### src/hdl/lfu_pkg.sv
`default_nettype none
package lfu_pkg;

   localparam int TABLE_SLOTS_DEF    = 8;
   localparam int USE_COUNT_BITS_DEF = 16;

   localparam int KIND_W    = 2;
   localparam int ID_W      = 64;
   localparam int STATUS_W  = 2;
   localparam int TIME_W    = 32;
   localparam int RDIDX_W   = 3;
   localparam int SLOTIDX_W = 3;
   localparam int OUTCOME_W = 2;
   localparam int USES_W    = 16;

   localparam logic [TIME_W-1:0] WINDOW_LENGTH_RST = 32'd86400000;

   localparam logic [KIND_W-1:0] KIND_USE      = 2'd0;
   localparam logic [KIND_W-1:0] KIND_PRESENCE = 2'd1;
   localparam logic [KIND_W-1:0] KIND_LIST     = 2'd2;
   localparam logic [KIND_W-1:0] KIND_READ     = 2'd3;

   localparam logic [OUTCOME_W-1:0] OUT_IGNORED  = 2'd0;
   localparam logic [OUTCOME_W-1:0] OUT_FOUND    = 2'd1;
   localparam logic [OUTCOME_W-1:0] OUT_FREE     = 2'd2;
   localparam logic [OUTCOME_W-1:0] OUT_REPLACED = 2'd3;

   localparam logic [STATUS_W-1:0] STATUS_OFF = 2'd0;
   localparam logic [STATUS_W-1:0] STATUS_ON  = 2'd2;

   // scan unit control
   typedef struct packed {
      logic step;
      logic first;
   } scan_ctl_type;

endpackage
`default_nettype wire

### src/hdl/lfu_if.sv
`default_nettype none
interface lfu_req_if;
   import lfu_pkg::*;
   logic                valid;
   logic                ready;
   logic [KIND_W-1:0]   kind;
   logic [ID_W-1:0]     user_id;
   logic [STATUS_W-1:0] status_code;
   logic [TIME_W-1:0]   now_time;
   logic [RDIDX_W-1:0]  read_index;
   modport source (output valid, kind, user_id, status_code, now_time, read_index,
                   input ready);
   modport sink   (input valid, kind, user_id, status_code, now_time, read_index,
                   output ready);
endinterface

interface lfu_rsp_if;
   import lfu_pkg::*;
   logic                 valid;
   logic                 ready;
   logic [SLOTIDX_W-1:0] slot_index;
   logic [OUTCOME_W-1:0] outcome;
   logic                 window_restarted;
   logic                 entry_valid;
   logic [ID_W-1:0]      entry_id;
   logic [STATUS_W-1:0]  entry_status;
   logic [USES_W-1:0]    entry_uses;
   modport source (output valid, slot_index, outcome, window_restarted, entry_valid,
                   entry_id, entry_status, entry_uses, input ready);
   modport sink   (input valid, slot_index, outcome, window_restarted, entry_valid,
                   entry_id, entry_status, entry_uses, output ready);
endinterface

interface lfu_csr_if;
   import lfu_pkg::*;
   logic              valid;
   logic              ready;
   logic [TIME_W-1:0] window_length;
   modport source (output valid, window_length, input ready);
   modport sink   (input valid, window_length, output ready);
endinterface
`default_nettype wire

### src/hdl/lfu_ram.sv
`default_nettype none
module lfu_ram #(
   parameter int WIDTH = 8,
   parameter int DEPTH = 8
) (
   input  wire logic                     clock,
   input  wire logic                     wr_en,
   input  wire logic [$clog2(DEPTH)-1:0] wr_addr,
   input  wire logic [WIDTH-1:0]         wr_data,
   input  wire logic                     rd_en,
   input  wire logic [$clog2(DEPTH)-1:0] rd_addr,
   output      logic [WIDTH-1:0]         rd_data
);
   logic [WIDTH-1:0] mem_ff [DEPTH];

   always_ff @(posedge clock) begin
      if (wr_en) begin
         mem_ff[wr_addr] <= wr_data;
      end
      if (rd_en) begin
         rd_data <= mem_ff[rd_addr];
      end
   end
endmodule
`default_nettype wire

### src/hdl/lfu_scan.sv
`default_nettype none
module lfu_scan #(
   parameter int TABLE_SLOTS    = lfu_pkg::TABLE_SLOTS_DEF,
   parameter int USE_COUNT_BITS = lfu_pkg::USE_COUNT_BITS_DEF
) (
   input  wire logic                           clock,
   input  wire logic                           reset,
   input  wire lfu_pkg::scan_ctl_type          ctl,
   input  wire logic [$clog2(TABLE_SLOTS)-1:0] idx,
   input  wire logic                           slot_valid,
   input  wire logic [lfu_pkg::ID_W-1:0]       slot_id,
   input  wire logic [USE_COUNT_BITS-1:0]      slot_count,
   input  wire logic [lfu_pkg::ID_W-1:0]       req_id,
   output      logic                           match_hit,
   output      logic [$clog2(TABLE_SLOTS)-1:0] match_idx,
   output      logic                           free_hit,
   output      logic [$clog2(TABLE_SLOTS)-1:0] free_idx,
   output      logic [$clog2(TABLE_SLOTS)-1:0] min_idx
);
   import lfu_pkg::*;

   localparam int IW = $clog2(TABLE_SLOTS);

   logic                      match_hit_ff, match_hit_in;
   logic                      free_hit_ff, free_hit_in;
   logic [IW-1:0]             match_idx_ff, match_idx_in;
   logic [IW-1:0]             free_idx_ff, free_idx_in;
   logic [IW-1:0]             min_idx_ff, min_idx_in;
   logic [USE_COUNT_BITS-1:0] min_cnt_ff, min_cnt_in;
   logic                      is_match, is_free;

   assign is_match = slot_valid && (slot_id == req_id);
   assign is_free  = !slot_valid;

   always_comb begin
      match_hit_in = match_hit_ff;
      match_idx_in = match_idx_ff;
      free_hit_in  = free_hit_ff;
      free_idx_in  = free_idx_ff;
      min_idx_in   = min_idx_ff;
      min_cnt_in   = min_cnt_ff;
      if (ctl.step) begin
         if (ctl.first) begin
            match_hit_in = is_match;
            match_idx_in = idx;
            free_hit_in  = is_free;
            free_idx_in  = idx;
            min_idx_in   = idx;
            min_cnt_in   = slot_count;
         end else begin
            if (!match_hit_ff && is_match) begin
               match_hit_in = 1'b1;
               match_idx_in = idx;
            end
            if (!free_hit_ff && is_free) begin
               free_hit_in = 1'b1;
               free_idx_in = idx;
            end
            // strict compare keeps the lowest index on ties
            if (slot_count < min_cnt_ff) begin
               min_idx_in = idx;
               min_cnt_in = slot_count;
            end
         end
      end
   end

   always_ff @(posedge clock) begin
      if (reset) begin
         match_hit_ff <= 1'b0;
         free_hit_ff  <= 1'b0;
      end else begin
         match_hit_ff <= match_hit_in;
         free_hit_ff  <= free_hit_in;
      end
      match_idx_ff <= match_idx_in;
      free_idx_ff  <= free_idx_in;
      min_idx_ff   <= min_idx_in;
      min_cnt_ff   <= min_cnt_in;
   end

   assign match_hit = match_hit_ff;
   assign match_idx = match_idx_ff;
   assign free_hit  = free_hit_ff;
   assign free_idx  = free_idx_ff;
   assign min_idx   = min_idx_ff;
endmodule
`default_nettype wire

### src/hdl/tracked_user_table_lfu_core.sv
// Flow: use and presence items, and list items whose id is held, go through the
//   window check, a serial scan of every slot, decide and update before their result;
//   a list item for an unknown id ends at decide, a read skips the scan and decide,
//   and a zero id gives its result straight from the window check.
// One item at a time: a new item is taken only once the last result has been accepted.
// Reset (synchronous): all slots invalid, window not started, window length 86400000.
`default_nettype none
module tracked_user_table_lfu_core #(
   parameter int TABLE_SLOTS    = lfu_pkg::TABLE_SLOTS_DEF,
   parameter int USE_COUNT_BITS = lfu_pkg::USE_COUNT_BITS_DEF
) (
   input wire logic clock,
   input wire logic reset,
   lfu_req_if.sink   req_ch,
   lfu_rsp_if.source rsp_ch,
   lfu_csr_if.sink   csr_ch
);
   import lfu_pkg::*;

   localparam int IW      = $clog2(TABLE_SLOTS);
   localparam int UB      = USE_COUNT_BITS;
   localparam int ENTRY_W = ID_W + STATUS_W + UB;

   // Sequencer: WIN does the window check and starts the first RAM read,
   // SCAN walks every slot, DECIDE picks the slot and reads it,
   // UPDATE modifies and writes it back (a read writes nothing), RESP holds the result item.
   typedef enum logic [2:0] {
      S_IDLE, S_WIN, S_SCAN, S_DECIDE, S_UPDATE, S_RESP
   } state_type;

   state_type state_ff, state_in;

   // accepted item
   logic [KIND_W-1:0]   kind_ff, kind_in;
   logic [ID_W-1:0]     id_ff, id_in;
   logic [STATUS_W-1:0] st_ff, st_in;
   logic [TIME_W-1:0]   now_ff, now_in;
   logic [RDIDX_W-1:0]  rd_ff, rd_in;

   // window
   logic [TIME_W-1:0] win_start_ff, win_start_in;
   logic [TIME_W-1:0] win_len_ff, win_len_in;
   logic [TIME_W-1:0] win_age;

   // per-slot flags in flops: slot held, and count belongs to current window
   logic [TABLE_SLOTS-1:0] valid_ff, valid_in;
   logic [TABLE_SLOTS-1:0] live_ff, live_in;

   logic [IW-1:0]        chk_ff, chk_in;
   logic [IW-1:0]        pick_ff, pick_in;
   logic [OUTCOME_W-1:0] how_ff, how_in;
   logic                 restart_ff, restart_in;

   // result register
   logic                 rsp_valid_ff, rsp_valid_in;
   logic [SLOTIDX_W-1:0] rsp_index_ff, rsp_index_in;
   logic [OUTCOME_W-1:0] rsp_outcome_ff, rsp_outcome_in;
   logic                 rsp_restart_ff, rsp_restart_in;
   logic                 rsp_evalid_ff, rsp_evalid_in;
   logic [ID_W-1:0]      rsp_eid_ff, rsp_eid_in;
   logic [STATUS_W-1:0]  rsp_est_ff, rsp_est_in;
   logic [USES_W-1:0]    rsp_euses_ff, rsp_euses_in;

   // RAM
   logic               ram_wr_en, ram_rd_en;
   logic [IW-1:0]      ram_wr_addr, ram_rd_addr;
   logic [ENTRY_W-1:0] ram_wr_data, ram_rd_data;
   logic [ID_W-1:0]     rd_id;
   logic [STATUS_W-1:0] rd_st;
   logic [UB-1:0]       rd_cnt;

   // scan
   scan_ctl_type scan_ctl;
   logic [UB-1:0] scan_cnt;
   logic          scan_last;
   logic          m_hit, f_hit;
   logic [IW-1:0] m_idx, f_idx, n_idx;

   // update datapath
   logic                found;
   logic                base_valid;
   logic [ID_W-1:0]     base_id;
   logic [STATUS_W-1:0] base_st, new_st;
   logic [UB-1:0]       base_cnt, new_cnt;

   assign rd_id  = ram_rd_data[ENTRY_W-1 -: ID_W];
   assign rd_st  = ram_rd_data[UB +: STATUS_W];
   assign rd_cnt = ram_rd_data[UB-1:0];

   assign win_age   = now_ff - win_start_ff;
   assign scan_last = (chk_ff == IW'(TABLE_SLOTS - 1));
   // a count from an older window reads as zero
   assign scan_cnt  = live_ff[chk_ff] ? rd_cnt : '0;

   assign scan_ctl.step  = (state_ff == S_SCAN);
   assign scan_ctl.first = (chk_ff == '0);

   lfu_scan #(
      .TABLE_SLOTS    (TABLE_SLOTS),
      .USE_COUNT_BITS (USE_COUNT_BITS)
   ) u_scan (
      .clock      (clock),
      .reset      (reset),
      .ctl        (scan_ctl),
      .idx        (chk_ff),
      .slot_valid (valid_ff[chk_ff]),
      .slot_id    (rd_id),
      .slot_count (scan_cnt),
      .req_id     (id_ff),
      .match_hit  (m_hit),
      .match_idx  (m_idx),
      .free_hit   (f_hit),
      .free_idx   (f_idx),
      .min_idx    (n_idx)
   );

   lfu_ram #(
      .WIDTH (ENTRY_W),
      .DEPTH (TABLE_SLOTS)
   ) u_ram (
      .clock   (clock),
      .wr_en   (ram_wr_en),
      .wr_addr (ram_wr_addr),
      .wr_data (ram_wr_data),
      .rd_en   (ram_rd_en),
      .rd_addr (ram_rd_addr),
      .rd_data (ram_rd_data)
   );

   // slot contents before this item's own update
   assign found      = (how_ff == OUT_FOUND);
   assign base_valid = found ? valid_ff[pick_ff] : 1'b1;
   assign base_id    = found ? rd_id : id_ff;
   assign base_st    = found ? rd_st : STATUS_OFF;
   assign base_cnt   = (found && live_ff[pick_ff]) ? rd_cnt : '0;

   always_comb begin
      case (kind_ff)
         KIND_USE:      new_st = STATUS_ON;
         KIND_PRESENCE: new_st = st_ff;
         KIND_LIST:     new_st = st_ff;
         default:       new_st = base_st;
      endcase
      // saturating count
      if (kind_ff == KIND_USE && base_cnt != '1) begin
         new_cnt = base_cnt + 1'b1;
      end else begin
         new_cnt = base_cnt;
      end
   end

   assign ram_wr_addr = pick_ff;
   assign ram_wr_data = {base_id, new_st, new_cnt};

   always_comb begin
      state_in       = state_ff;
      kind_in        = kind_ff;
      id_in          = id_ff;
      st_in          = st_ff;
      now_in         = now_ff;
      rd_in          = rd_ff;
      win_start_in   = win_start_ff;
      win_len_in     = win_len_ff;
      valid_in       = valid_ff;
      live_in        = live_ff;
      chk_in         = chk_ff;
      pick_in        = pick_ff;
      how_in         = how_ff;
      restart_in     = restart_ff;
      rsp_valid_in   = rsp_valid_ff;
      rsp_index_in   = rsp_index_ff;
      rsp_outcome_in = rsp_outcome_ff;
      rsp_restart_in = rsp_restart_ff;
      rsp_evalid_in  = rsp_evalid_ff;
      rsp_eid_in     = rsp_eid_ff;
      rsp_est_in     = rsp_est_ff;
      rsp_euses_in   = rsp_euses_ff;
      ram_rd_en      = 1'b0;
      ram_rd_addr    = '0;
      ram_wr_en      = 1'b0;

      if (csr_ch.valid) begin
         win_len_in = csr_ch.window_length;
      end

      case (state_ff)
         S_IDLE: begin
            if (req_ch.valid) begin
               kind_in    = req_ch.kind;
               id_in      = req_ch.user_id;
               st_in      = req_ch.status_code;
               now_in     = req_ch.now_time;
               rd_in      = req_ch.read_index;
               restart_in = 1'b0;
               state_in   = S_WIN;
            end
         end
         S_WIN: begin
            if (kind_ff == KIND_USE) begin
               if (win_start_ff == '0) begin
                  win_start_in = now_ff;
               end else if (win_age >= win_len_ff) begin
                  win_start_in = now_ff;
                  live_in      = '0;
                  restart_in   = 1'b1;
               end
            end
            // defaults for an ignored item
            rsp_index_in   = '0;
            rsp_outcome_in = OUT_IGNORED;
            rsp_evalid_in  = 1'b0;
            rsp_eid_in     = '0;
            rsp_est_in     = '0;
            rsp_euses_in   = '0;
            if (kind_ff == KIND_READ) begin
               if (32'(rd_ff) < 32'(TABLE_SLOTS)) begin
                  ram_rd_en   = 1'b1;
                  ram_rd_addr = IW'(rd_ff);
                  pick_in     = IW'(rd_ff);
                  how_in      = OUT_FOUND;
                  state_in    = S_UPDATE;
               end else begin
                  rsp_restart_in = 1'b0;
                  rsp_valid_in   = 1'b1;
                  state_in       = S_RESP;
               end
            end else if (id_ff == '0) begin
               rsp_restart_in = restart_in;
               rsp_valid_in   = 1'b1;
               state_in       = S_RESP;
            end else begin
               ram_rd_en   = 1'b1;
               ram_rd_addr = '0;
               chk_in      = '0;
               state_in    = S_SCAN;
            end
         end
         S_SCAN: begin
            if (scan_last) begin
               state_in = S_DECIDE;
            end else begin
               ram_rd_en   = 1'b1;
               ram_rd_addr = chk_ff + 1'b1;
               chk_in      = chk_ff + 1'b1;
            end
         end
         S_DECIDE: begin
            if (m_hit) begin
               pick_in = m_idx;
               how_in  = OUT_FOUND;
            end else if (f_hit) begin
               pick_in = f_idx;
               how_in  = OUT_FREE;
            end else begin
               pick_in = n_idx;
               how_in  = OUT_REPLACED;
            end
            if (!m_hit && kind_ff == KIND_LIST) begin
               // list entry for an unknown id
               rsp_restart_in = restart_ff;
               rsp_valid_in   = 1'b1;
               state_in       = S_RESP;
            end else begin
               ram_rd_en   = 1'b1;
               ram_rd_addr = pick_in;
               state_in    = S_UPDATE;
            end
         end
         S_UPDATE: begin
            if (kind_ff != KIND_READ) begin
               ram_wr_en         = 1'b1;
               valid_in[pick_ff] = 1'b1;
               live_in[pick_ff]  = 1'b1;
            end
            rsp_index_in   = SLOTIDX_W'(pick_ff);
            rsp_outcome_in = how_ff;
            rsp_restart_in = restart_ff;
            rsp_evalid_in  = base_valid;
            // a never-held slot reads as all zero
            rsp_eid_in     = base_valid ? base_id : '0;
            rsp_est_in     = base_valid ? new_st : '0;
            rsp_euses_in   = base_valid ? USES_W'(new_cnt) : '0;
            rsp_valid_in   = 1'b1;
            state_in       = S_RESP;
         end
         S_RESP: begin
            if (rsp_ch.ready) begin
               rsp_valid_in = 1'b0;
               state_in     = S_IDLE;
            end
         end
         default: begin
            state_in = S_IDLE;
         end
      endcase
   end

   always_ff @(posedge clock) begin
      if (reset) begin
         state_ff     <= S_IDLE;
         win_start_ff <= '0;
         win_len_ff   <= WINDOW_LENGTH_RST;
         valid_ff     <= '0;
         live_ff      <= '0;
         rsp_valid_ff <= 1'b0;
      end else begin
         state_ff     <= state_in;
         win_start_ff <= win_start_in;
         win_len_ff   <= win_len_in;
         valid_ff     <= valid_in;
         live_ff      <= live_in;
         rsp_valid_ff <= rsp_valid_in;
      end
      kind_ff        <= kind_in;
      id_ff          <= id_in;
      st_ff          <= st_in;
      now_ff         <= now_in;
      rd_ff          <= rd_in;
      chk_ff         <= chk_in;
      pick_ff        <= pick_in;
      how_ff         <= how_in;
      restart_ff     <= restart_in;
      rsp_index_ff   <= rsp_index_in;
      rsp_outcome_ff <= rsp_outcome_in;
      rsp_restart_ff <= rsp_restart_in;
      rsp_evalid_ff  <= rsp_evalid_in;
      rsp_eid_ff     <= rsp_eid_in;
      rsp_est_ff     <= rsp_est_in;
      rsp_euses_ff   <= rsp_euses_in;
   end

   assign req_ch.ready = (state_ff == S_IDLE);
   assign csr_ch.ready = 1'b1;

   assign rsp_ch.valid            = rsp_valid_ff;
   assign rsp_ch.slot_index       = rsp_index_ff;
   assign rsp_ch.outcome          = rsp_outcome_ff;
   assign rsp_ch.window_restarted = rsp_restart_ff;
   assign rsp_ch.entry_valid      = rsp_evalid_ff;
   assign rsp_ch.entry_id         = rsp_eid_ff;
   assign rsp_ch.entry_status     = rsp_est_ff;
   assign rsp_ch.entry_uses       = rsp_euses_ff;
endmodule
`default_nettype wire

### src/flat_wrapper.sv
// flat-port wrapper written by rule: the top's interface ports become plain ports
module tracked_user_table_lfu_core_flat import lfu_pkg::*;
#(
   parameter int TABLE_SLOTS    = lfu_pkg::TABLE_SLOTS_DEF,
   parameter int USE_COUNT_BITS = lfu_pkg::USE_COUNT_BITS_DEF
)
  (clock, reset, req_ch_valid, req_ch_kind, req_ch_user_id, req_ch_status_code, req_ch_now_time, req_ch_read_index, req_ch_ready, rsp_ch_valid, rsp_ch_slot_index, rsp_ch_outcome, rsp_ch_window_restarted, rsp_ch_entry_valid, rsp_ch_entry_id, rsp_ch_entry_status, rsp_ch_entry_uses, rsp_ch_ready, csr_ch_valid, csr_ch_window_length, csr_ch_ready);
  lfu_req_if req_ch_i ();
  lfu_rsp_if rsp_ch_i ();
  lfu_csr_if csr_ch_i ();
  input wire logic clock;
  input wire logic reset;
  input wire logic [$bits(req_ch_i.valid)-1:0] req_ch_valid;
  input wire logic [$bits(req_ch_i.kind)-1:0] req_ch_kind;
  input wire logic [$bits(req_ch_i.user_id)-1:0] req_ch_user_id;
  input wire logic [$bits(req_ch_i.status_code)-1:0] req_ch_status_code;
  input wire logic [$bits(req_ch_i.now_time)-1:0] req_ch_now_time;
  input wire logic [$bits(req_ch_i.read_index)-1:0] req_ch_read_index;
  output wire logic [$bits(req_ch_i.ready)-1:0] req_ch_ready;
  output wire logic [$bits(rsp_ch_i.valid)-1:0] rsp_ch_valid;
  output wire logic [$bits(rsp_ch_i.slot_index)-1:0] rsp_ch_slot_index;
  output wire logic [$bits(rsp_ch_i.outcome)-1:0] rsp_ch_outcome;
  output wire logic [$bits(rsp_ch_i.window_restarted)-1:0] rsp_ch_window_restarted;
  output wire logic [$bits(rsp_ch_i.entry_valid)-1:0] rsp_ch_entry_valid;
  output wire logic [$bits(rsp_ch_i.entry_id)-1:0] rsp_ch_entry_id;
  output wire logic [$bits(rsp_ch_i.entry_status)-1:0] rsp_ch_entry_status;
  output wire logic [$bits(rsp_ch_i.entry_uses)-1:0] rsp_ch_entry_uses;
  input wire logic [$bits(rsp_ch_i.ready)-1:0] rsp_ch_ready;
  input wire logic [$bits(csr_ch_i.valid)-1:0] csr_ch_valid;
  input wire logic [$bits(csr_ch_i.window_length)-1:0] csr_ch_window_length;
  output wire logic [$bits(csr_ch_i.ready)-1:0] csr_ch_ready;
  assign req_ch_i.valid = req_ch_valid;
  assign req_ch_i.kind = req_ch_kind;
  assign req_ch_i.user_id = req_ch_user_id;
  assign req_ch_i.status_code = req_ch_status_code;
  assign req_ch_i.now_time = req_ch_now_time;
  assign req_ch_i.read_index = req_ch_read_index;
  assign req_ch_ready = req_ch_i.ready;
  assign rsp_ch_valid = rsp_ch_i.valid;
  assign rsp_ch_slot_index = rsp_ch_i.slot_index;
  assign rsp_ch_outcome = rsp_ch_i.outcome;
  assign rsp_ch_window_restarted = rsp_ch_i.window_restarted;
  assign rsp_ch_entry_valid = rsp_ch_i.entry_valid;
  assign rsp_ch_entry_id = rsp_ch_i.entry_id;
  assign rsp_ch_entry_status = rsp_ch_i.entry_status;
  assign rsp_ch_entry_uses = rsp_ch_i.entry_uses;
  assign rsp_ch_i.ready = rsp_ch_ready;
  assign csr_ch_i.valid = csr_ch_valid;
  assign csr_ch_i.window_length = csr_ch_window_length;
  assign csr_ch_ready = csr_ch_i.ready;
  tracked_user_table_lfu_core #(.TABLE_SLOTS(TABLE_SLOTS), .USE_COUNT_BITS(USE_COUNT_BITS)) u_core (.clock(clock), .reset(reset), .req_ch(req_ch_i), .rsp_ch(rsp_ch_i), .csr_ch(csr_ch_i));
endmodule
### config.mk
export PLATFORM = sky130hd
export DESIGN_NAME = tracked_user_table_lfu_core_flat
export DESIGN_NICKNAME = d
export VERILOG_FILES = /design/src/hdl/lfu_pkg.sv /design/src/hdl/lfu_if.sv /design/src/hdl/lfu_ram.sv /design/src/hdl/lfu_scan.sv /design/src/hdl/tracked_user_table_lfu_core.sv /design/src/flat_wrapper.sv
export SDC_FILE = /design/constraint.sdc
export NUM_CORES = 1
export LEC_CHECK = 0
export ABC_AREA = 1
export BUFFER_PORTS_ARGS = -buffer_cell sky130_fd_sc_hd__buf_2
export CAP_MARGIN = 20
export CORE_MARGIN = 5
export CORE_UTILIZATION = 50
export CTS_BUF_LIST = sky130_fd_sc_hd__clkbuf_8 sky130_fd_sc_hd__clkbuf_16
export DETAILED_ROUTE_END_ITERATION = 10
export GPL_TIMING_DRIVEN = 0
export PLACE_DENSITY = 0.72
export SYNTH_ARGS = -nofsm -noshare
export SYNTH_HDL_FRONTEND = slang
export SYNTH_HIERARCHICAL = 1
export SYNTH_SLANG_ARGS = --single-unit
### constraint.sdc
create_clock -name clock -period 14.7 [get_ports clock]
set_input_delay 0.735 -clock clock [delete_from_list [all_inputs] [get_ports clock]]
set_output_delay 0.735 -clock clock [all_outputs]
set_load 0.005 [all_outputs]
After elaboration in Yosys (flattened, before gate mapping)
Memories as Yosys holds them, arrays and structs flattened. A register that Yosys moved wholly into a read port is not among the register bits.
Cells that the tools add are included.
Storage, ports and cells
  bits in registers: 312
  bits in writable memories: 656
  input bits: 140
  output and inout bits: 92
  logic and storage cells: 195
  memories kept: 1
Memory list
  u_core.u_ram.mem_ff: depth 8, bits a word 82, read ports 1, clocked after memory_dff 1, write ports 1, line lfu_ram.sv:14  | logic [WIDTH-1:0] mem_ff [DEPTH];
Cells by class
  add/subtract/negate cells: 3
  magnitude comparators: 5
  equality and inequality tests: 26
  mux-type cells: 91
  bitwise gates (word level): 2
  reductions and logical operators: 39
Operator list (count)
  2-to-1 mux 64 bit: 2
  case mux 64 bit (2 select lines): 1
  2-to-1 mux 16 bit: 6
  == test 64 bit: 1
  logical NOT 64 bit: 1
  2-to-1 mux 32 bit: 2
  2-to-1 mux 3 bit: 20
  >= comparator 32 bit: 1
  logical NOT 32 bit: 1
  2-to-1 mux 8 bit: 4
  case mux 16 bit (2 select lines): 1
  subtractor 32 bit: 1
  2-to-1 mux 1 bit: 31
  case mux 3 bit (2 select lines): 3
  case mux 3 bit (6 select lines): 1
  adder 16 x 1 -> 16 bit (second input constant): 1
  less-than comparator 16 bit: 1
  != test 16 bit (second input constant): 1
  != test 2 bit (second input constant): 8
  bitwise OR 8 bit: 2
  case mux 2 bit (2 select lines): 4
  case mux 8 bit (2 select lines): 1
  nonzero test 2 bit: 8
  AND reduction 2 bit: 7
  other kinds (26): 57

Longest topological paths before layout
Gate-level depths: netlist of the first run.
  depth in word-level cells: 9
  gate-level depth with buffers: 28

Hierarchy
Netlist of the first run, hierarchy kept.
By module, submodules not included
  lfu_ram: times used 1, cells an instance 2934, area an instance 31187.4 µm², sequential area each 22161.3 µm²
  tracked_user_table_lfu_core: times used 1, cells an instance 1753, area an instance 14933.1 µm², sequential area each 7717.4 µm²
  lfu_scan: times used 1, cells an instance 372, area an instance 2368.5 µm², sequential area each 790.8 µm²

Worst setup path after synthesis of the first run
No wires, ideal clock.
  path kind: register to register
  start point: register u_core.state_ff[2]
  end point: register u_core.id_ff[0] (enable)
  data arrival time: 5.080 ns
  data required time: 14.135 ns
  slack: 9.054 ns
  stages on the path, launching flop included: 6
  buffers on the path: 0
  clock period less this slack: 5.646 ns
  cell sequence: dfxtp_1 -> nor2_1 -> inv_1 -> nor2_1 -> inv_1 -> nor2_1
On the way
  longest elaborated chain between the ends: 2
Ends and longest elaborated chain
  from (decl): line tracked_user_table_lfu_core.sv:31  | state_type state_ff, state_in;
  from (signal assigned): line tracked_user_table_lfu_core.sv:307  | state_ff <= state_in;
  logical NOT 3 bit
  named net req_ch_ready: line flat_wrapper.sv:19  | output wire logic [$bits(req_ch_i.ready)-1:0] req_ch_ready;
  AND reduction 2 bit (no source line)
  to (signal assigned): line tracked_user_table_lfu_core.sv:315  | id_ff <= id_in;
  to (decl): line tracked_user_table_lfu_core.sv:35  | logic [ID_W-1:0] id_ff, id_in;
The timed path passes the listed nets, and every way through them passes these cells.
A chain may end at the register's enable or synchronous reset.

Final worst setup path of the first run
  start point: register u_core.chk_ff[0]
  end point: register u_core.u_scan.min_cnt_ff[3] (enable)
On the way
  longest elaborated chain between the ends: 6
Ends and longest elaborated chain
  from (decl): line tracked_user_table_lfu_core.sv:49  | logic [IW-1:0] chk_ff, chk_in;
  from (signal assigned): line tracked_user_table_lfu_core.sv:319  | chk_ff <= chk_in;
  binary-select mux 1 bit (select 3 bit): line tracked_user_table_lfu_core.sv:93  | assign scan_cnt = live_ff[chk_ff] ? rd_cnt : '0;
  2-to-1 mux 1 bit (not written as such): line tracked_user_table_lfu_core.sv:93
  2-to-1 mux 16 bit: line tracked_user_table_lfu_core.sv:93
  named net u_core.scan_cnt[5]: line tracked_user_table_lfu_core.sv:74  | logic [UB-1:0] scan_cnt;
  less-than comparator 16 bit: line lfu_scan.sv:60  | if (slot_count < min_cnt_ff) begin
  nonzero test 2 bit (no source line)
  AND reduction 2 bit (no source line)
  to (signal assigned): line lfu_scan.sv:79  | min_cnt_ff <= min_cnt_in;
  to (decl): line lfu_scan.sv:29  | logic [USE_COUNT_BITS-1:0] min_cnt_ff, min_cnt_in;
The timed path passes the listed nets, and every way through them passes these cells. The select of a mux whose other input is x is not followed.

==> results.json, run 1 <==
{
  "yosysSeqAreaShare_pct": 63.3,
  "synthArstFlopShare_pct": 0,
  "dr.pass1.iters": 6,
  "synth_adder_area_share_pct": 2.23,
  "seq_area_um2": 30700,
  "stdcell_count": 6812,
  "reg2reg_to": "u_core/u_scan/min_cnt_ff[3]$_DFFE_PP_",
  "grt_max_degree": 52,
  "clkLatencyLatePin_ns": 0.72,
  "netlist_instances": 5059,
  "area_delta_synth_final_pct": 15.1,
  "core_area_um2": 96400,
  "finalSetupTns_ns": 0,
  "synth_top_family_by_area": "simple AND/OR/NAND/NOR gates",
  "multiInputGateArea_um2": 12800,
  "grt_pass1_vias": 34338,
  "die_x_um": 321,
  "antenna_found_initial": 2,
  "cp.required_ns": 15.02,
  "p_total_mw": 10.4,
  "die_h_um": 321,
  "synth.area.mux_share_pct": 0,
  "critical_path.max_fanout": 19,
  "place_congestion": 0.923,
  "critPathKind": "register to register",
  "finalSetupViolCount": 0,
  "synth_ff_type": "edfxtp_1",
  "vias_per_cell": 5.28,
  "drt-wirelength-per-cell_um": 19.7,
  "r2r_slack_ns": 9.97,
  "leakage_nw": 25.2,
  "yosys_warnings": 6,
  "cts.sinks": 1050,
  "grt-ovfl-total": 0,
  "synthXorXnorAreaFrac_pct": 0.867,
  "fmax_ghz": 0.212,
  "peakVddDrop_uv": 129,
  "num_rows": 114,
  "die_area_um2": 103000,
  "synth.avg_cell_area_um2": 9.58,
  "syn-cell-area_um2": 48500,
  "cp-end-kind": "register",
  "io_pins": 232,
  "hold_viol": 0,
  "grt_pass1_wl_um": 199000,
  "cap_violations": 0,
  "finalWirelength_um": 134000,
  "rsz0062_at_grt": "no",
  "outcome": "complete, no violations",
  "num_vias": 35934,
  "n_fill_cell": 7966,
  "synth_edf_count": 964,
  "worst_hold_startpoint": "req_ch_user_id[14]",
  "crit_path_start_kind": "register",
  "htreeDepth": 3,
  "initial_utilization_pct": 50.3,
  "worstMarginPinSlew_ns": 1.06,
  "place_hpwl_um": 93500,
  "io_buffers": 230,
  "hold_path_class": "primary input to register",
  "dp_cells": 6609,
  "nets": 5670,
  "drc": 0,
  "skew_ns": 0.0719,
  "synth_fp_nets": 5285,
  "period_share_pct": 32.1,
  "ant_nets": 0,
  "worstPathArrival_ns": 5.04,
  "cts-buffers-inserted": 108,
  "relSlewSlack_pct": 28.4,
  "synth_compound_area_share_pct": 4.00,
  "r2r_cells": 14,
  "tritoncts": "yes",
  "power-per-cell-area_nw_per_um2": 187,
  "cts_root_buf": "clkbuf_16",
  "grt_usage_pct": 25.2,
  "drive_above_1_share_pct": 11.3,
  "crit_end": "u_core/u_scan/min_cnt_ff[3]$_DFFE_PP_",
  "synth_cell_types": 53,
  "synth_seq_cells": 1050,
  "period_minus_slack_ns": 4.73,
  "clk_path_buf_depth": 3,
  "cts_hold_buf": 0,
  "drt_first_iter_violations": 3904,
  "clk_pin_slew_worst_paths_ns": 0.06,
  "slew_violations": 0,
  "startpoint": "u_core/chk_ff[0]$_SDFFCE_PN0P_",
  "cts_setup_buffers": 0,
  "synthSimpleGateAreaFrac_pct": 19.2,
  "rr_startpoint": "u_core/chk_ff[0]$_SDFFCE_PN0P_",
  "cts_resized": 0
}
[metrics by stage]
step	hold WS [ns]	utilization [%]	setup WS (ns)	area [um2]
after floorplan	0.440	-	9.05	48500
after global placement	0.456	53.1	5.31	51200
after detailed placement	0.465	54.1	10.06	52100
after CTS	0.152	57.8	10.02	55800
after global routing	0.157	57.9	9.57	55800
final	0.191	57.9	9.97	55800
[critical path, stage by stage, from the launching register on]
cell	delay, ns
edfxtp_1	0.46
clkbuf_1	0.38
clkinv_1	0.40
o21ai_0	0.32
nand2_1	0.08
o21ai_1	0.61
clkbuf_1	0.40
nor2_1	0.12
ha_1	0.33
a21oi_1	0.12
nand3b_1	0.11
nand2_1	0.05
o21ai_0	0.25
nand2_1	0.10
nand2_1	0.60
[placed cells by master, fill, tap and decap left out, types with 11 or more instances in the layout]
| master | netlist | routed |
|---|---|---|
| clkbuf_1 | 44 | 44 |
| edfxtp_1 | 964 | 964 |
| clkbuf_16 | 0 | 111 |
| a21oi_1 | 132 | 132 |
| bufinv_16 | 0 | 12 |
| nand4_1 | 29 | 29 |
| xor2_1 | 24 | 24 |
| clkinv_2 | 0 | 22 |
| nor2_1 | 313 | 304 |
| nor2_4 | 4 | 13 |
| nand3_1 | 392 | 392 |
| nor3_1 | 18 | 18 |
| nand2_1 | 1468 | 1467 |
| ha_1 | 85 | 85 |
| buf_16 | 0 | 11 |
| xnor2_1 | 24 | 24 |
| buf_12 | 0 | 21 |
| buf_2 | 78 | 309 |
| dfxtp_1 | 86 | 86 |
| clkinv_1 | 5 | 24 |
| buf_4 | 6 | 16 |
| o21ai_0 | 189 | 189 |
| inv_1 | 1052 | 1069 |
| buf_6 | 36 | 37 |
[power by group]
group          internal [mW]  leakage, nW  switching (mW)
Sequential              4.02         9.55           0.281
Combinational          0.985         13.8            2.35
Clock                   1.61         1.85            1.18
[kinds of logic after synthesis]
logic type                 after synthesis
adders and majority gates               86
buffers and inverters                 1239
other                                    1
DFF                                   1050
xor gates and xnor gates                48
and+or+nand+nor                       2270
AOI/OAI and AO/OA                      365
[how the worst min path moves through the flow]
stage | endpoint | slack, ns | depth (start not counted)
floorplan | u_core/win_len_ff[13]$_SDFFE_PP0P_ | 0.44 | 2
global placement | u_core/win_len_ff[20]$_SDFFE_PP0P_ | 0.46 | 2
detailed placement | u_core/live_ff[3]$_SDFFE_PP0P_ | 0.47 | 2
CTS | u_core/id_ff[21]$_DFFE_PP_ | 0.15 | 1
global route | u_core/id_ff[53]$_DFFE_PP_ | 0.16 | 1
finish | u_core/id_ff[14]$_DFFE_PP_ | 0.19 | 1
[cell usage after synthesis (3+ instances only)]
library cell | number | share of area [%]
dfxtp_1 | 86 | 3.6
a21oi_1 | 132 | 1.4
buf_1 | 10 | 0.077
clkinv_1 | 5 | 0.039
buf_2 | 78 | 0.81
nand2_1 | 1468 | 11
o21ai_0 | 189 | 2.0
o22ai_1 | 4 | 0.052
xor2_1 | 24 | 0.43
a21o_1 | 8 | 0.12
nor2_2 | 9 | 0.12
nand4_1 | 29 | 0.37
or2_2 | 9 | 0.12
inv_2 | 5 | 0.039
o211ai_1 | 4 | 0.062
xnor2_1 | 24 | 0.43
nand2_2 | 10 | 0.13
nor4_1 | 7 | 0.090
buf_4 | 6 | 0.093
clkbuf_1 | 44 | 0.34
edfxtp_1 | 964 | 60
inv_1 | 1052 | 8.1
buf_6 | 36 | 0.84
a31oi_1 | 4 | 0.052
nand3_1 | 392 | 4.0
ha_1 | 85 | 2.2
o21bai_1 | 3 | 0.046
nor2_4 | 4 | 0.093
nor3_1 | 18 | 0.19
a21oi_2 | 9 | 0.16
nor2_1 | 313 | 2.4
[state kept, by name, indices dropped and copies added (netlist names), 8 cells and up]
register and count:
u_core/rsp_ch.entry_id 64, u_core/now_ff 32, u_core/win_len_ff 32, u_core/id_ff 64, u_core/rsp_ch.entry_uses 16, u_core/win_start_ff 32
u_core/valid_ff 8, u_core/live_ff 8, u_core/u_scan/min_cnt_ff 16, u_core/u_ram/mem_ff 656, u_core/u_ram/rd_data 82
[layer usage]
| layer | up-vias | track usage [%] | part of all wire (%) |
|---|---|---|---|
| met1 | 16857 | 33.5 | 39 |
| li1 | 16827 | - | - |
| met3 | 337 | 6.01 | 11 |
| met4 | 0 | 10.8 | 4.7 |
| met5 | - | 0 | 0 |
| met2 | 1913 | 40.1 | 45 |
[area by class of cell]
| type | count | share of cell area [%] |
|---|---|---|
| buffer | 175 | 1.90 |
| tap | 1276 | 2.86 |
| inverter | 1064 | 7.17 |
| multi-input combinational | 2770 | 23.0 |
| timing repair buffer | 275 | 3.55 |
| clock buffer | 115 | 5.08 |
| sequential | 1050 | 55.0 |
| antenna | 1 | 0.00449 |
| clock inverter | 86 | 1.46 |
Note: power is estimated with default switching activity, not from simulation.
==> run 2, diff against run 1 <==
--- a/config.mk
+++ b/config.mk
@@ -5,7 +5,7 @@
 export SDC_FILE = /design/constraint.sdc
 export NUM_CORES = 1
 export LEC_CHECK = 0
-export ABC_AREA = 1
+export ABC_AREA = 0
 export BUFFER_PORTS_ARGS = -buffer_cell sky130_fd_sc_hd__buf_2
 export CAP_MARGIN = 20
 export CORE_MARGIN = 5
==> constraint.sdc (replaced) <==
create_clock -name clock -period 4.5 [get_ports clock]
set_input_delay 0.225 -clock clock [delete_from_list [all_inputs] [get_ports clock]]
set_output_delay 0.225 -clock clock [all_outputs]
set_load 0.005 [all_outputs]
==> run 2 against run 1 <==
  * The flow now finishes with violations (setup timing)
  * Critical path depth grew 9
  * Utilization grew 2.5 points
  * Register-to-register slack lost 10 ns
  * Die area shrank 8.6%
  * Hold slack lost 0.094 ns
  * Area after synthesis shrank 8.8%
  * Sequential share of layout area grew 2.7 points
  * Power grew 120%
  * Combinational power shrank 19%
  * Critical endpoint is now u_core/win_start_ff[30]$_SDFFE_PP0P_
  * Largest cell class unchanged
==> results.json, run 2 <==
{
  "outcome": "complete, but fails checks",
  "violations": "setup timing",
  "die_h_um": 307,
  "fin_area_um2": 53100,
  "finalWirelength_um": 110000,
  "synthArstFlopShare_pct": 0,
  "yosys_warnings": 6,
  "power-per-cell-area_nw_per_um2": 431,
  "clk_pin_slew_worst_paths_ns": 0.06,
  "synth.avg_cell_area_um2": 17.6,
  "skew_ns": 0.0317,
  "grt_pass1_vias": 25816,
  "drt-wirelength-per-cell_um": 25.6,
  "synthXorXnorAreaFrac_pct": 1.86,
  "core_area_um2": 88100,
  "cts-buffers-inserted": 106,
  "clkLatencyLatePin_ns": 0.69,
  "largest_reg_flops": 656,
  "leakage_nw": 18.3,
  "antenna_found_initial": 3,
  "synth_ff_type": "edfxtp_1",
  "die_area_um2": 94400,
  "area_delta_synth_final_pct": 20.2,
  "synth_top_family_by_area": "multiplexers",
  "regMostFlops": "u_core/u_ram/mem_ff",
  "place_ws_ns": -1.06,
  "diodes": 0,
  "synth.largest_area_cell": "edfxtp_1",
  "layout_common_cells": "edfxtp_1 (964), buf_2 (238), mux2_2 (148)",
  "grt_usage_pct": 22.9,
  "nets": 3282,
  "clk_path_buf_depth": 3,
  "hold_path_class": "primary input to register",
  "drt_first_iter_violations": 2490,
  "critPathKind": "register to register",
  "worstPathArrival_ns": 5.28,
  "synth_most_common_cell": "edfxtp_1",
  "stdcell_count": 4308,
  "io_buffers": 229,
  "drc": 0,
  "tritoncts": "yes",
  "cap_violations": 0,
  "place_congestion": 0.897,
  "die_x_um": 307,
  "rsz0062_at_grt": "yes",
  "synth_edf_count": 964,
  "num_rows": 109,
  "dp_cells": 3955,
  "setup_ws_ns": -0.183,
  "synthTopCellsByCount": "edfxtp_1 (964), mux2_2 (148), mux4_1 (138)",
  "cts_root_buf": "clkbuf_16",
  "grt_pass1_wl_um": 163000,
  "worst_hold_startpoint": "req_ch_valid",
  "post-route-util_pct": 60.3,
  "period_minus_slack_ns": 4.68,
  "synth_adder_area_share_pct": 2.45,
  "io_pins": 232,
  "synth_cell_types": 74,
  "crit_path_start_kind": "register",
  "yosysSeqAreaShare_pct": 69.4,
  "synth_seq_cells": 1050,
  "place_hpwl_um": 73600,
  "num_vias": 25164,
  "peakVddDrop_uv": 395,
  "whs_path_depth": 5,
  "r2r_cells": 23,
  "initial_utilization_pct": 50.2,
  "cts.sinks": 1050,
  "rr_startpoint": "u_core/now_ff[0]$_DFFE_PP_",
  "slew_violations": 0,
  "synth_compound_area_share_pct": 2.78,
  "final_common_cell": "edfxtp_1",
  "synth_area_leaders": "edfxtp_1 (65%), mux4_1 (8.2%), dfxtp_1 (3.9%)",
  "yosysTopAreaCellShare_pct": 65.5,
  "ant_nets": 0,
  "cp.required_ns": 5.10,
  "finalSetupViolCount": 42,
  "n_fill_cell": 6302,
  "htreeDepth": 3,
  "grt_max_degree": 59,
  "relSlewSlack_pct": 24.4,
  "synthSimpleGateAreaFrac_pct": 5.79,
  "grt-ovfl-total": 0,
  "vias_per_cell": 5.84,
  "netlist_instances": 2510,
  "place_area_um2": 47900,
  "worstMarginPinSlew_ns": 1.12,
  "critical_path.max_fanout": 10,
  "synth_fp_nets": 2736,
  "syn-cell-area_um2": 44200,
  "fmax_ghz": 0.214,
  "p_total_mw": 22.9,
  "dr.pass1.iters": 6,
  "top_regs": "u_core/u_ram/mem_ff: 656 flops, u_core/u_ram/rd_data: 82 flops",
  "period_share_pct": 104,
  "cp-end-kind": "register",
  "startpoint": "u_core/now_ff[0]$_DFFE_PP_",
  "drive_above_1_share_pct": 23.9,
  "synth.area.mux_share_pct": 15.1,
  "hold_viol": 0
}
==> run 2: area by class of cell <==
type / instances / area, um2 / share of cell area, %
Inverter: 108 / 405 / 0.763
Clock buffer: 110 / 2730 / 5.14
Buffer: 104 / 796 / 1.50
Timing Repair Buffer: 438 / 3670 / 6.91
Tap cell: 1165 / 1460 / 2.74
Sequential cell: 1050 / 30700 / 57.7
Multi-Input combinational cell: 1248 / 12700 / 23.9
Clock inverter: 85 / 721 / 1.36
==> run 2: path summary, 6_finish.rpt <==
kind | end | slack [ns]
worst max register to register | u_core/win_start_ff[30]$_SDFFE_PP0P_ | -0.18
worst max-delay path | u_core/win_start_ff[30]$_SDFFE_PP0P_ | -0.18
worst min-delay path | u_core/state_ff[0]$_SDFFE_PP0P_ | 0.1
worst min register to register | u_core/win_start_ff[6]$_SDFFE_PP0P_ | 0.48
==> run 2: cells by family after synthesis <==
group / count (synthesis)
AO/OA/AOI/OAI: 182
XOR/XNOR: 94
adder cells (fa/ha/maj): 86
buffers and inverters: 212
flip-flops: 1050
multiplexers: 382
other: 1
AND/OR/NAND/NOR: 503
==> run 2: worst max-delay path, stage by stage (launching register included) <==
cell and delay (ns):
edfxtp_1 0.41, inv_1 0.08, ha_2 0.18, inv_2 0.04
fa_2 0.34, a21oi_2 0.15, nor2b_2 0.06, a311o_1 0.38
a221o_1 0.37, a21oi_2 0.17, inv_2 0.05, a21o_1 0.18
a21oi_2 0.14, xnor2_1 0.09, ha_1 0.28, nand4_1 0.20
a2111oi_4 0.29, o41ai_2 0.14, o21ai_2 0.22, a21oi_4 0.13
a21oi_4 0.19, buf_12 0.15, buf_12 0.14, mux2i_1 0.20
==> run 2: stage by stage <==
stage          setup TNS, ns  hold WS, ns
2_1_floorplan         -68.34        0.297
3_3_place_gp        -1712.56        0.402
6_report               -6.07       0.0967
5_1_grt               -14.97        0.101
4_1_cts                -1.68       0.0415
3_5_place_dp          -41.41        0.403
==> run 2: routing by layer <==
layer,wire length (um),share of wire (%),GRT usage [%],up-vias
li1,-,-,-,11070
met1,43400,39,30.4,12688
met2,54200,49,38.8,1189
met3,8360,7.6,3.61,217
met4,4180,3.8,8.53,0
met5,0,0,0,-
==> run 2: repair_timing <==
item                                    in CTS  in global routing
hold buffers                               138                  0
hold endpoints to repair                   139                  0
gates resized for setup                     48                 10
buffers inserted                            19                  1
endpoints found under the setup margin      86                 61
pin swaps                                   25                 10
==> run 2: report_power, final <==
group	internal (mW)	switching, mW	leakage (nW)
registers	11.2	0.288	9.36
logic	1.18	1.52	7.22
clock network	4.92	3.73	1.75
total	17.3	5.54	18.3
